File: src/design/prd_pkg.sv
// Shared types and constants for the partition record decoder.
// Used by the result channel interface and by the top level; depends on nothing.
package prd_pkg;

  // Record layout in bytes.
  localparam logic [3:0] HEADER_BYTES = 4'd3;
  localparam logic [3:0] WORD_BYTES   = 4'd4;
  localparam logic [3:0] TOPIC_LAST   = 4'd15;
  localparam logic [3:0] TOPIC_HALF   = 4'd8;
  localparam logic [3:0] SKIP_BYTES   = 4'd2;

  // Result queue geometry.
  localparam int FIFO_DEPTH = 4;
  localparam int FIFO_AW    = $clog2(FIFO_DEPTH);
  localparam int FIFO_CW    = FIFO_AW + 1;

  // Parser phase within the record.
  typedef enum logic [3:0] {
    PH_HEADER = 4'd0,
    PH_PID    = 4'd1,
    PH_TOPIC  = 4'd2,
    PH_RCOUNT = 4'd3,
    PH_REPL   = 4'd4,
    PH_ICOUNT = 4'd5,
    PH_ISR    = 4'd6,
    PH_SKIP   = 4'd7,
    PH_LEADER = 4'd8,
    PH_LEPOCH = 4'd9,
    PH_PEPOCH = 4'd10,
    PH_DONE   = 4'd11
  } phase_t;

  // Result kinds.
  typedef enum logic [3:0] {
    KIND_PID     = 4'd0,
    KIND_TOPIC_H = 4'd1,
    KIND_TOPIC_L = 4'd2,
    KIND_REPLICA = 4'd3,
    KIND_ISR     = 4'd4,
    KIND_LEADER  = 4'd5,
    KIND_LEPOCH  = 4'd6,
    KIND_PEPOCH  = 4'd7,
    KIND_END     = 4'd8
  } kind_t;

  // Record status reported with the end result.
  typedef enum logic [1:0] {
    ST_OK        = 2'd0,
    ST_HDR_SHORT = 2'd1,
    ST_BAD_LIST  = 2'd2,
    ST_PAST_END  = 2'd3
  } status_t;

  // One result item.
  typedef struct packed {
    kind_t       kind;
    logic [63:0] value;
    status_t     status;
    logic        end_of_record;
  } result_t;

endpackage

File: src/design/prd_in_if.sv
// Input byte channel of the partition record decoder.
// Standalone; carries valid, ready and one record byte with its last flag.
interface prd_in_if;
  logic       valid;
  logic       ready;
  logic [7:0] data_byte;
  logic       last_byte;

  modport source (output valid, output data_byte, output last_byte, input ready);
  modport sink   (input valid, input data_byte, input last_byte, output ready);
endinterface

File: src/design/prd_out_if.sv
// Result channel of the partition record decoder.
// Uses prd_pkg for the kind and status types.
interface prd_out_if;
  logic             valid;
  logic             ready;
  prd_pkg::kind_t   kind;
  logic [63:0]      value;
  prd_pkg::status_t status;
  logic             end_of_record;

  modport source (output valid, output kind, output value, output status,
                  output end_of_record, input ready);
  modport sink   (input valid, input kind, input value, input status,
                  input end_of_record, output ready);
endinterface

File: src/design/partition_record_decoder.sv
// Top level of the partition record decoder: byte parser and result queue.
// Depends on prd_pkg, prd_in_if and prd_out_if.
//
// Usage: record bytes arrive on in_ch, one per transfer, with last_byte set
// on the final byte of a record. Decoded fields leave on out_ch, one result
// per transfer: partition id, topic id halves, replica and ISR entries,
// leader, leader epoch and partition epoch, then an end result carrying the
// record status. Fields of a failed record are still sent; the receiver
// drops them when the end result reports an error.
// A result enters the result queue when the byte that completes it is
// transferred in, and is offered on out_ch from the queue head. Throughput:
// one byte per cycle while the queue has two free entries. A byte yields
// at most two results (a field plus the end result), which enter a
// four-entry result queue; in_ch.ready is high while the queue has two free
// entries, so only the end of a record adds an extra result to drain.
// Reset (synchronous, rst_n low) empties the queue and puts the parser at
// the start of a record. When the receiver stalls, results stay queued and
// the input stalls once fewer than two queue entries are free.
module partition_record_decoder (
  input  logic      clk,
  input  logic      rst_n,
  prd_in_if.sink    in_ch,
  prd_out_if.source out_ch
);

  // Parser state.
  prd_pkg::phase_t phase_r, phase_nxt;
  logic [3:0]      byte_idx_r, byte_idx_nxt;
  logic [63:0]     acc_r, acc_nxt;
  logic [7:0]      entries_r, entries_nxt;
  prd_pkg::status_t err_r, err_nxt;

  // Result queue.
  prd_pkg::result_t             fifo_r [prd_pkg::FIFO_DEPTH];
  logic [prd_pkg::FIFO_AW-1:0]  wr_ptr_r, rd_ptr_r;
  logic [prd_pkg::FIFO_CW-1:0]  count_r, count_nxt;

  logic             in_xfer;
  logic             out_xfer;
  logic             field_vld;
  prd_pkg::kind_t   field_kind;
  logic [63:0]      field_val;
  logic             end_vld;
  prd_pkg::status_t end_status;
  logic [3:0]       idx_inc;
  logic [7:0]       entries_dec;
  prd_pkg::result_t res_field;
  prd_pkg::result_t res_end;
  prd_pkg::result_t slot0;
  logic [1:0]       push_n;

  assign in_xfer  = in_ch.valid && in_ch.ready;
  assign out_xfer = out_ch.valid && out_ch.ready;
  assign idx_inc  = byte_idx_r + 4'd1;
  assign entries_dec = entries_r - 8'd1;

  // Accept a byte while two queue entries are free.
  assign in_ch.ready = (count_r <= prd_pkg::FIFO_CW'(prd_pkg::FIFO_DEPTH - 2));

  // Parse one byte: next state and the field it may complete.
  always_comb begin
    phase_nxt    = phase_r;
    byte_idx_nxt = byte_idx_r;
    acc_nxt      = acc_r;
    entries_nxt  = entries_r;
    err_nxt      = err_r;
    field_vld    = 1'b0;
    field_kind   = prd_pkg::KIND_PID;
    field_val    = acc_r;
    if (err_r == prd_pkg::ST_OK) begin
      case (phase_r)
        prd_pkg::PH_HEADER: begin
          byte_idx_nxt = idx_inc;
          if (idx_inc >= prd_pkg::HEADER_BYTES) begin
            byte_idx_nxt = 4'd0;
            phase_nxt    = prd_pkg::PH_PID;
          end
        end
        prd_pkg::PH_PID, prd_pkg::PH_REPL, prd_pkg::PH_ISR,
        prd_pkg::PH_LEADER, prd_pkg::PH_LEPOCH, prd_pkg::PH_PEPOCH: begin
          acc_nxt      = {acc_r[55:0], in_ch.data_byte};
          byte_idx_nxt = idx_inc;
          field_val    = {32'd0, acc_r[23:0], in_ch.data_byte};
          if (idx_inc >= prd_pkg::WORD_BYTES) begin
            field_vld    = 1'b1;
            acc_nxt      = 64'd0;
            byte_idx_nxt = 4'd0;
            case (phase_r)
              prd_pkg::PH_PID: begin
                field_kind = prd_pkg::KIND_PID;
                phase_nxt  = prd_pkg::PH_TOPIC;
              end
              prd_pkg::PH_REPL: begin
                field_kind  = prd_pkg::KIND_REPLICA;
                entries_nxt = entries_dec;
                if (entries_dec == 8'd0) phase_nxt = prd_pkg::PH_ICOUNT;
              end
              prd_pkg::PH_ISR: begin
                field_kind  = prd_pkg::KIND_ISR;
                entries_nxt = entries_dec;
                if (entries_dec == 8'd0) phase_nxt = prd_pkg::PH_SKIP;
              end
              prd_pkg::PH_LEADER: begin
                field_kind = prd_pkg::KIND_LEADER;
                phase_nxt  = prd_pkg::PH_LEPOCH;
              end
              prd_pkg::PH_LEPOCH: begin
                field_kind = prd_pkg::KIND_LEPOCH;
                phase_nxt  = prd_pkg::PH_PEPOCH;
              end
              default: begin
                field_kind = prd_pkg::KIND_PEPOCH;
                phase_nxt  = prd_pkg::PH_DONE;
              end
            endcase
          end
        end
        prd_pkg::PH_TOPIC: begin
          acc_nxt   = {acc_r[55:0], in_ch.data_byte};
          field_val = {acc_r[55:0], in_ch.data_byte};
          if (byte_idx_r >= prd_pkg::TOPIC_LAST) begin
            field_vld    = 1'b1;
            field_kind   = prd_pkg::KIND_TOPIC_L;
            acc_nxt      = 64'd0;
            byte_idx_nxt = 4'd0;
            phase_nxt    = prd_pkg::PH_RCOUNT;
          end else begin
            byte_idx_nxt = idx_inc;
            if (idx_inc == prd_pkg::TOPIC_HALF) begin
              field_vld  = 1'b1;
              field_kind = prd_pkg::KIND_TOPIC_H;
              acc_nxt    = 64'd0;
            end
          end
        end
        prd_pkg::PH_RCOUNT, prd_pkg::PH_ICOUNT: begin
          if (in_ch.data_byte == 8'd0) begin
            err_nxt = prd_pkg::ST_BAD_LIST;
          end else begin
            entries_nxt  = in_ch.data_byte - 8'd1;
            byte_idx_nxt = 4'd0;
            acc_nxt      = 64'd0;
            if (phase_r == prd_pkg::PH_RCOUNT) begin
              phase_nxt = (entries_nxt != 8'd0) ? prd_pkg::PH_REPL : prd_pkg::PH_ICOUNT;
            end else begin
              phase_nxt = (entries_nxt != 8'd0) ? prd_pkg::PH_ISR : prd_pkg::PH_SKIP;
            end
          end
        end
        prd_pkg::PH_SKIP: begin
          byte_idx_nxt = idx_inc;
          if (idx_inc >= prd_pkg::SKIP_BYTES) begin
            byte_idx_nxt = 4'd0;
            phase_nxt    = prd_pkg::PH_LEADER;
          end
        end
        default: begin
        end
      endcase
    end
  end

  // End-of-record status, judged on the state after this byte.
  always_comb begin
    end_vld = in_ch.last_byte;
    if (err_nxt != prd_pkg::ST_OK) begin
      end_status = err_nxt;
    end else if (phase_nxt >= prd_pkg::PH_DONE) begin
      end_status = prd_pkg::ST_OK;
    end else if (phase_nxt == prd_pkg::PH_HEADER) begin
      end_status = prd_pkg::ST_HDR_SHORT;
    end else if (phase_nxt == prd_pkg::PH_REPL || phase_nxt == prd_pkg::PH_ISR) begin
      end_status = prd_pkg::ST_BAD_LIST;
    end else begin
      end_status = prd_pkg::ST_PAST_END;
    end
  end

  // Results produced by this byte, in order.
  always_comb begin
    res_field.kind          = field_kind;
    res_field.value         = field_val;
    res_field.status        = prd_pkg::ST_OK;
    res_field.end_of_record = 1'b0;
    res_end.kind            = prd_pkg::KIND_END;
    res_end.value           = 64'd0;
    res_end.status          = end_status;
    res_end.end_of_record   = 1'b1;
    slot0  = field_vld ? res_field : res_end;
    push_n = in_xfer ? ({1'b0, field_vld} + {1'b0, end_vld}) : 2'd0;
  end

  assign count_nxt = count_r + prd_pkg::FIFO_CW'(push_n)
                     - prd_pkg::FIFO_CW'(out_xfer);

  // Parser state registers; the last byte returns the parser to record start.
  always_ff @(posedge clk) begin
    if (!rst_n) begin
      phase_r    <= prd_pkg::PH_HEADER;
      byte_idx_r <= 4'd0;
      acc_r      <= 64'd0;
      entries_r  <= 8'd0;
      err_r      <= prd_pkg::ST_OK;
    end else if (in_xfer) begin
      if (in_ch.last_byte) begin
        phase_r    <= prd_pkg::PH_HEADER;
        byte_idx_r <= 4'd0;
        acc_r      <= 64'd0;
        entries_r  <= 8'd0;
        err_r      <= prd_pkg::ST_OK;
      end else begin
        phase_r    <= phase_nxt;
        byte_idx_r <= byte_idx_nxt;
        acc_r      <= acc_nxt;
        entries_r  <= entries_nxt;
        err_r      <= err_nxt;
      end
    end
  end

  // Queue pointers and fill count.
  always_ff @(posedge clk) begin
    if (!rst_n) begin
      wr_ptr_r <= '0;
      rd_ptr_r <= '0;
      count_r  <= '0;
    end else begin
      wr_ptr_r <= wr_ptr_r + prd_pkg::FIFO_AW'(push_n);
      rd_ptr_r <= rd_ptr_r + prd_pkg::FIFO_AW'(out_xfer);
      count_r  <= count_nxt;
    end
  end

  // Queue storage: up to two writes per transfer.
  always_ff @(posedge clk) begin
    if (push_n != 2'd0) begin
      fifo_r[wr_ptr_r] <= slot0;
    end
    if (push_n == 2'd2) begin
      fifo_r[wr_ptr_r + prd_pkg::FIFO_AW'(1)] <= res_end;
    end
  end

  // Result channel driven from the queue head.
  assign out_ch.valid         = (count_r != '0);
  assign out_ch.kind          = fifo_r[rd_ptr_r].kind;
  assign out_ch.value         = fifo_r[rd_ptr_r].value;
  assign out_ch.status        = fifo_r[rd_ptr_r].status;
  assign out_ch.end_of_record = fifo_r[rd_ptr_r].end_of_record;

  // The queue never holds more than its depth.
  a_count_bound: assert property (@(posedge clk) disable iff (!rst_n)
    count_r <= prd_pkg::FIFO_CW'(prd_pkg::FIFO_DEPTH))
    else $error("result queue overfilled");

  // A last byte always leaves the parser at record start with no error.
  a_last_resets: assert property (@(posedge clk) disable iff (!rst_n)
    (in_xfer && in_ch.last_byte) |=> (phase_r == prd_pkg::PH_HEADER &&
                                      err_r == prd_pkg::ST_OK &&
                                      byte_idx_r == 4'd0))
    else $error("parser not back at record start after last byte");

  // Once an error is latched the phase freezes until the record ends.
  a_err_freeze: assert property (@(posedge clk) disable iff (!rst_n)
    (err_r != prd_pkg::ST_OK && !(in_xfer && in_ch.last_byte)) |=> $stable(phase_r))
    else $error("phase moved after an error");

  // The header counter stays below the header length.
  a_hdr_idx: assert property (@(posedge clk) disable iff (!rst_n)
    (phase_r == prd_pkg::PH_HEADER) |-> (byte_idx_r < prd_pkg::HEADER_BYTES))
    else $error("header byte count out of range");

endmodule
File: src/flat_wrapper.sv
// flat-port wrapper written by rule: the top's interface ports become plain ports
module partition_record_decoder_flat 
  (clk, rst_n, in_ch_valid, in_ch_data_byte, in_ch_last_byte, in_ch_ready, out_ch_valid, out_ch_kind, out_ch_value, out_ch_status, out_ch_end_of_record, out_ch_ready);
  prd_in_if in_ch_i ();
  prd_out_if out_ch_i ();
  input  logic clk;
  input  logic rst_n;
  input wire logic [$bits(in_ch_i.valid)-1:0] in_ch_valid;
  input wire logic [$bits(in_ch_i.data_byte)-1:0] in_ch_data_byte;
  input wire logic [$bits(in_ch_i.last_byte)-1:0] in_ch_last_byte;
  output wire logic [$bits(in_ch_i.ready)-1:0] in_ch_ready;
  output wire logic [$bits(out_ch_i.valid)-1:0] out_ch_valid;
  output wire logic [$bits(out_ch_i.kind)-1:0] out_ch_kind;
  output wire logic [$bits(out_ch_i.value)-1:0] out_ch_value;
  output wire logic [$bits(out_ch_i.status)-1:0] out_ch_status;
  output wire logic [$bits(out_ch_i.end_of_record)-1:0] out_ch_end_of_record;
  input wire logic [$bits(out_ch_i.ready)-1:0] out_ch_ready;
  assign in_ch_i.valid = in_ch_valid;
  assign in_ch_i.data_byte = in_ch_data_byte;
  assign in_ch_i.last_byte = in_ch_last_byte;
  assign in_ch_ready = in_ch_i.ready;
  assign out_ch_valid = out_ch_i.valid;
  assign out_ch_kind = out_ch_i.kind;
  assign out_ch_value = out_ch_i.value;
  assign out_ch_status = out_ch_i.status;
  assign out_ch_end_of_record = out_ch_i.end_of_record;
  assign out_ch_i.ready = out_ch_ready;
  partition_record_decoder u_core (.clk(clk), .rst_n(rst_n), .in_ch(in_ch_i), .out_ch(out_ch_i));
endmodule
File: config.mk
export PLATFORM = sky130hd
export DESIGN_NAME = partition_record_decoder_flat
export DESIGN_NICKNAME = d
export VERILOG_FILES = /design/src/design/prd_pkg.sv /design/src/design/prd_in_if.sv /design/src/design/prd_out_if.sv /design/src/design/partition_record_decoder.sv /design/src/flat_wrapper.sv
export SDC_FILE = /design/constraint.sdc
export NUM_CORES = 1
export LEC_CHECK = 0
export ABC_CLOCK_PERIOD_IN_PS = 6000
export BUFFER_PORTS_ARGS = -buffer_cell sky130_fd_sc_hd__buf_2
export CAP_MARGIN = 10
export CORE_UTILIZATION = 50
export CTS_CLUSTER_DIAMETER = 80
export DETAILED_ROUTE_END_ITERATION = 8
export PLACE_DENSITY = 0.67
export SLEW_MARGIN = 20
export SYNTH_ARGS = -nofsm -noshare
export SYNTH_HDL_FRONTEND = slang
export SYNTH_SLANG_ARGS = --single-unit
File: constraint.sdc
create_clock -name clk -period 6 [get_ports clk]
set_input_delay 0.6 -clock clk [delete_from_list [all_inputs] [get_ports clk]]
set_output_delay 0.6 -clock clk [all_outputs]
set_load 0.02 [all_outputs]
==> impl_results.md <==
* Slew headroom at 34.3%
* Root Buffer: clkbuf_16
* CTS max path bufs at 3
* Syn Area/Cell at between 10 and 15 um2
* CTS resizes at 0
* Fillers at 2622
* Avg Vias per Cell at roughly 6.4
* Biggest area consumer among synthesized cells: dfxtp_1
* Hold depth at 3
* Die width at ~180 um
* Gr ovfl total at 0
* Met3 routed WL at 2.32 mm
* Final core utilization at approximately 58%
* Pwr dens at 324 nW/um2
* Final WL at 40.5 mm
* Vias in the first global route at 11456
* Outcome: complete, but fails checks
* IO buf count at 85
* Placed cell area at 16300 um2
* Num rows at 64
* Synth Cell Area at 15700 um2
* Commonest cells post-synth: 361 x dfxtp_1, 260 x a22o_1, 108 x clkbuf_1
* Met2 WL at approximately 19 mm
* Hold buffer count at CTS at 0
* Io pins at 86
* Number of DRC markers in iteration 0 at 967
* Launch point of the worst path: u_core.phase_r[3]
* Setup TNS at 0 ns
* Worst skew pair latency at 0.54 ns
* Critical path capture point type: flip-flop
* Post-synth ARST share at 0%
* TritonCTS clock tree: yes
* Setup Viol. Count Final at 0
* First-pass GRT wire length at 64.3 mm
* Synth top area share at 46.1%
* Die Y at 179 um
* Highest routing layer actually used: met4
* Min Tclk post-route at between 4 and 5 ns
* Synth unique cells at 65
* Count of flip-flops with a built-in enable after synthesis at 8
* Largest net degree at the start of global routing at approximately 90
* Wl on met1 at roughly 18 mm
* Final HPWL DP at 24.0 mm
* Cell count of the worst reg-to-reg path at 14
* VDD IR-drop max at 0.269 mV
* Die Area at 32100 um2
* Pre-CTS setup slack at about 1.6 ns
* ANT nets after route at 0
* Worst setup path class: flip-flop to flip-flop
* Min-delay src: in_ch_data_byte[1]
* Fin Hold WS at a little over 0.4 ns
* Tightest Pin Transition at 0.983 ns
* Core area at 30700 um2
* 1st-pass router iterations at 7
* Top cells by area, synth: dfxtp_1 46%, a22o_1 15%, mux4_2 10%, a22oi_1 4.8%, nor2b_1 3.1%
* FF+latch count, synth at roughly 370
* Fmax at 221 MHz
* Worst path required time at roughly 6.4 ns
* H-tree depth at 2
* Pleak at 6.75 nW
* CTS buffer count at 40
* Commonest register cell after synthesis: dfxtp_1
* Failing checks: DRC
* Yosys warnings at 0
* Average wire per standard cell at 21.7 um
* CP max FO at 67
* FF-to-FF setup slack at 1.48 ns
* Via count at 11895
* Postcts setup bufs at 0
* Post-Synthesis Net Count at 1452
* Syn Inst Count at ~1400
* Startpoint Class: flip-flop
* CTS Sinks at between 300 and 400
* Clock slew seen by the registers of the worst setup and hold paths at 0.06 ns
* RSZ-0062 raised after global routing: no
* Hold crit path type: primary input to flip-flop
* Final Wtd Congestion at 0.888
* Most common cell in the netlist: dfxtp_1
* Final hold viol count at 0
* Drc violations at 10
* Initial Util at 51.0%
* Max Cap Viol at 0
* Worst Path Arrival at 4.88 ns
* Final Worst Setup Slack at about 1.5 ns
* Final nets at about 1500
* Area Growth Syn to Fin at 12.8%
* Worst r2r src: u_core.phase_r[3]
* Sequential element share of the synthesized area at 47.6%
* Tot GR Track Use at approximately a quarter
* Antenna violations before repair at 0
* ANT cells at 0
* Final Max Slew Viols at 0
* Final cycle utilization of the critical path at 75.4%
* Setup Skew at 0.0147 ns
* Post-route cell area at 17700 um2
* Layout cells sized above 1 at between 10% and 20%
[cell usage in the layout, fill, tap and decap left out, drive strengths merged, types with 7 or more instances in the layout]
| master | count |
|---|---|
| a22o | 260 |
| mux4 | 70 |
| edfxtp | 8 |
| inv | 19 |
| xnor2 | 10 |
| ha | 12 |
| a22oi | 100 |
| a211oi | 11 |
| nand2 | 40 |
| mux2i | 37 |
| nor3 | 16 |
| a21boi | 7 |
| o21ai | 17 |
| nand3 | 10 |
| clkbuf | 59 |
| clkinv | 9 |
| nor2b | 77 |
| dfxtp | 361 |
| or3 | 11 |
| a21oi | 23 |
| buf | 106 |
| xor2 | 7 |
| nor2 | 97 |
| and2 | 14 |
| nand2b | 10 |
[layer usage]
metal	vias up	track usage [%]
li1	5469	-
met1	5987	35.8
met2	379	40.9
met3	60	3.03
met4	0	7.56
met5	-	0
[area by class of cell]
cell class	count	area (um2)	area share, %
inverter	18	67.6	0.382
clock inverter	13	134	0.757
timing repair buffer	106	596	3.37
multi-input combinational	904	7670	43.3
tap	396	495	2.80
sequential	369	7470	42.2
clock buffer	59	1260	7.11
[state kept, by name (all words and copies together), names as in the netlist]
name	count
u_core.fifo_r	280
u_core.acc_r	64
u_core.entries_r	8
u_core.byte_idx_r	4
u_core.phase_r	4
u_core.count_r	3
u_core.err_r	2
u_core.rd_ptr_r	2
u_core.wr_ptr_r	2
[path summary, 6_finish.rpt]
check	end
setup / recovery	u_core.fifo_r[2][2]
hold / removal	u_core.acc_r[1]
setup reg to reg	u_core.fifo_r[2][2]
hold reg to reg	u_core.fifo_r[3][67]
[power by group]
group	leakage (nW)	internal, W	total, W	switching (W)
Clock	0.691	0.00154	0.00254	0.00100
Sequential	2.98	0.00249	0.00259	0.0000955
Combinational	3.08	0.000228	0.000601	0.000373
[critical path, stage by stage, from the launching register on]
cell and delay [ns]:
dfxtp_1 0.79, nand2b_1 0.19, a21o_1 0.23, nand2_1 0.17
a22oi_1 0.12, or3_2 0.50, inv_1 0.19, ha_1 0.22
nor2_1 0.05, nor2_1 0.36, nand2_1 0.19, nor2_4 0.15
buf_4 0.72, a21oi_1 0.21, a211oi_1 0.23
[logic make-up (layout without fill, tap and decap cells)]
family | Yosys count | after routing | synth area share (%)
compound gates | 463 | 463 | 24.0
xor+xnor | 17 | 17 | 0.949
fa+ha+maj | 13 | 13 | 1.08
buf+inv | 153 | 196 | 3.88
flops | 369 | 369 | 47.6
mux | 107 | 107 | 12.4
simple gates | 304 | 304 | 10.1
[metrics by stage]
step / std cells / total power, W
after floorplan: 1426 / 0.00307
after global placement: 1793 / 0.00324
after detailed placement: 1793 / 0.00325
after CTS: 1865 / 0.00578
after global routing: 1865 / 0.00594
final: 1865 / 0.00573
No activity file was read; power rests on OpenSTA's default activity.
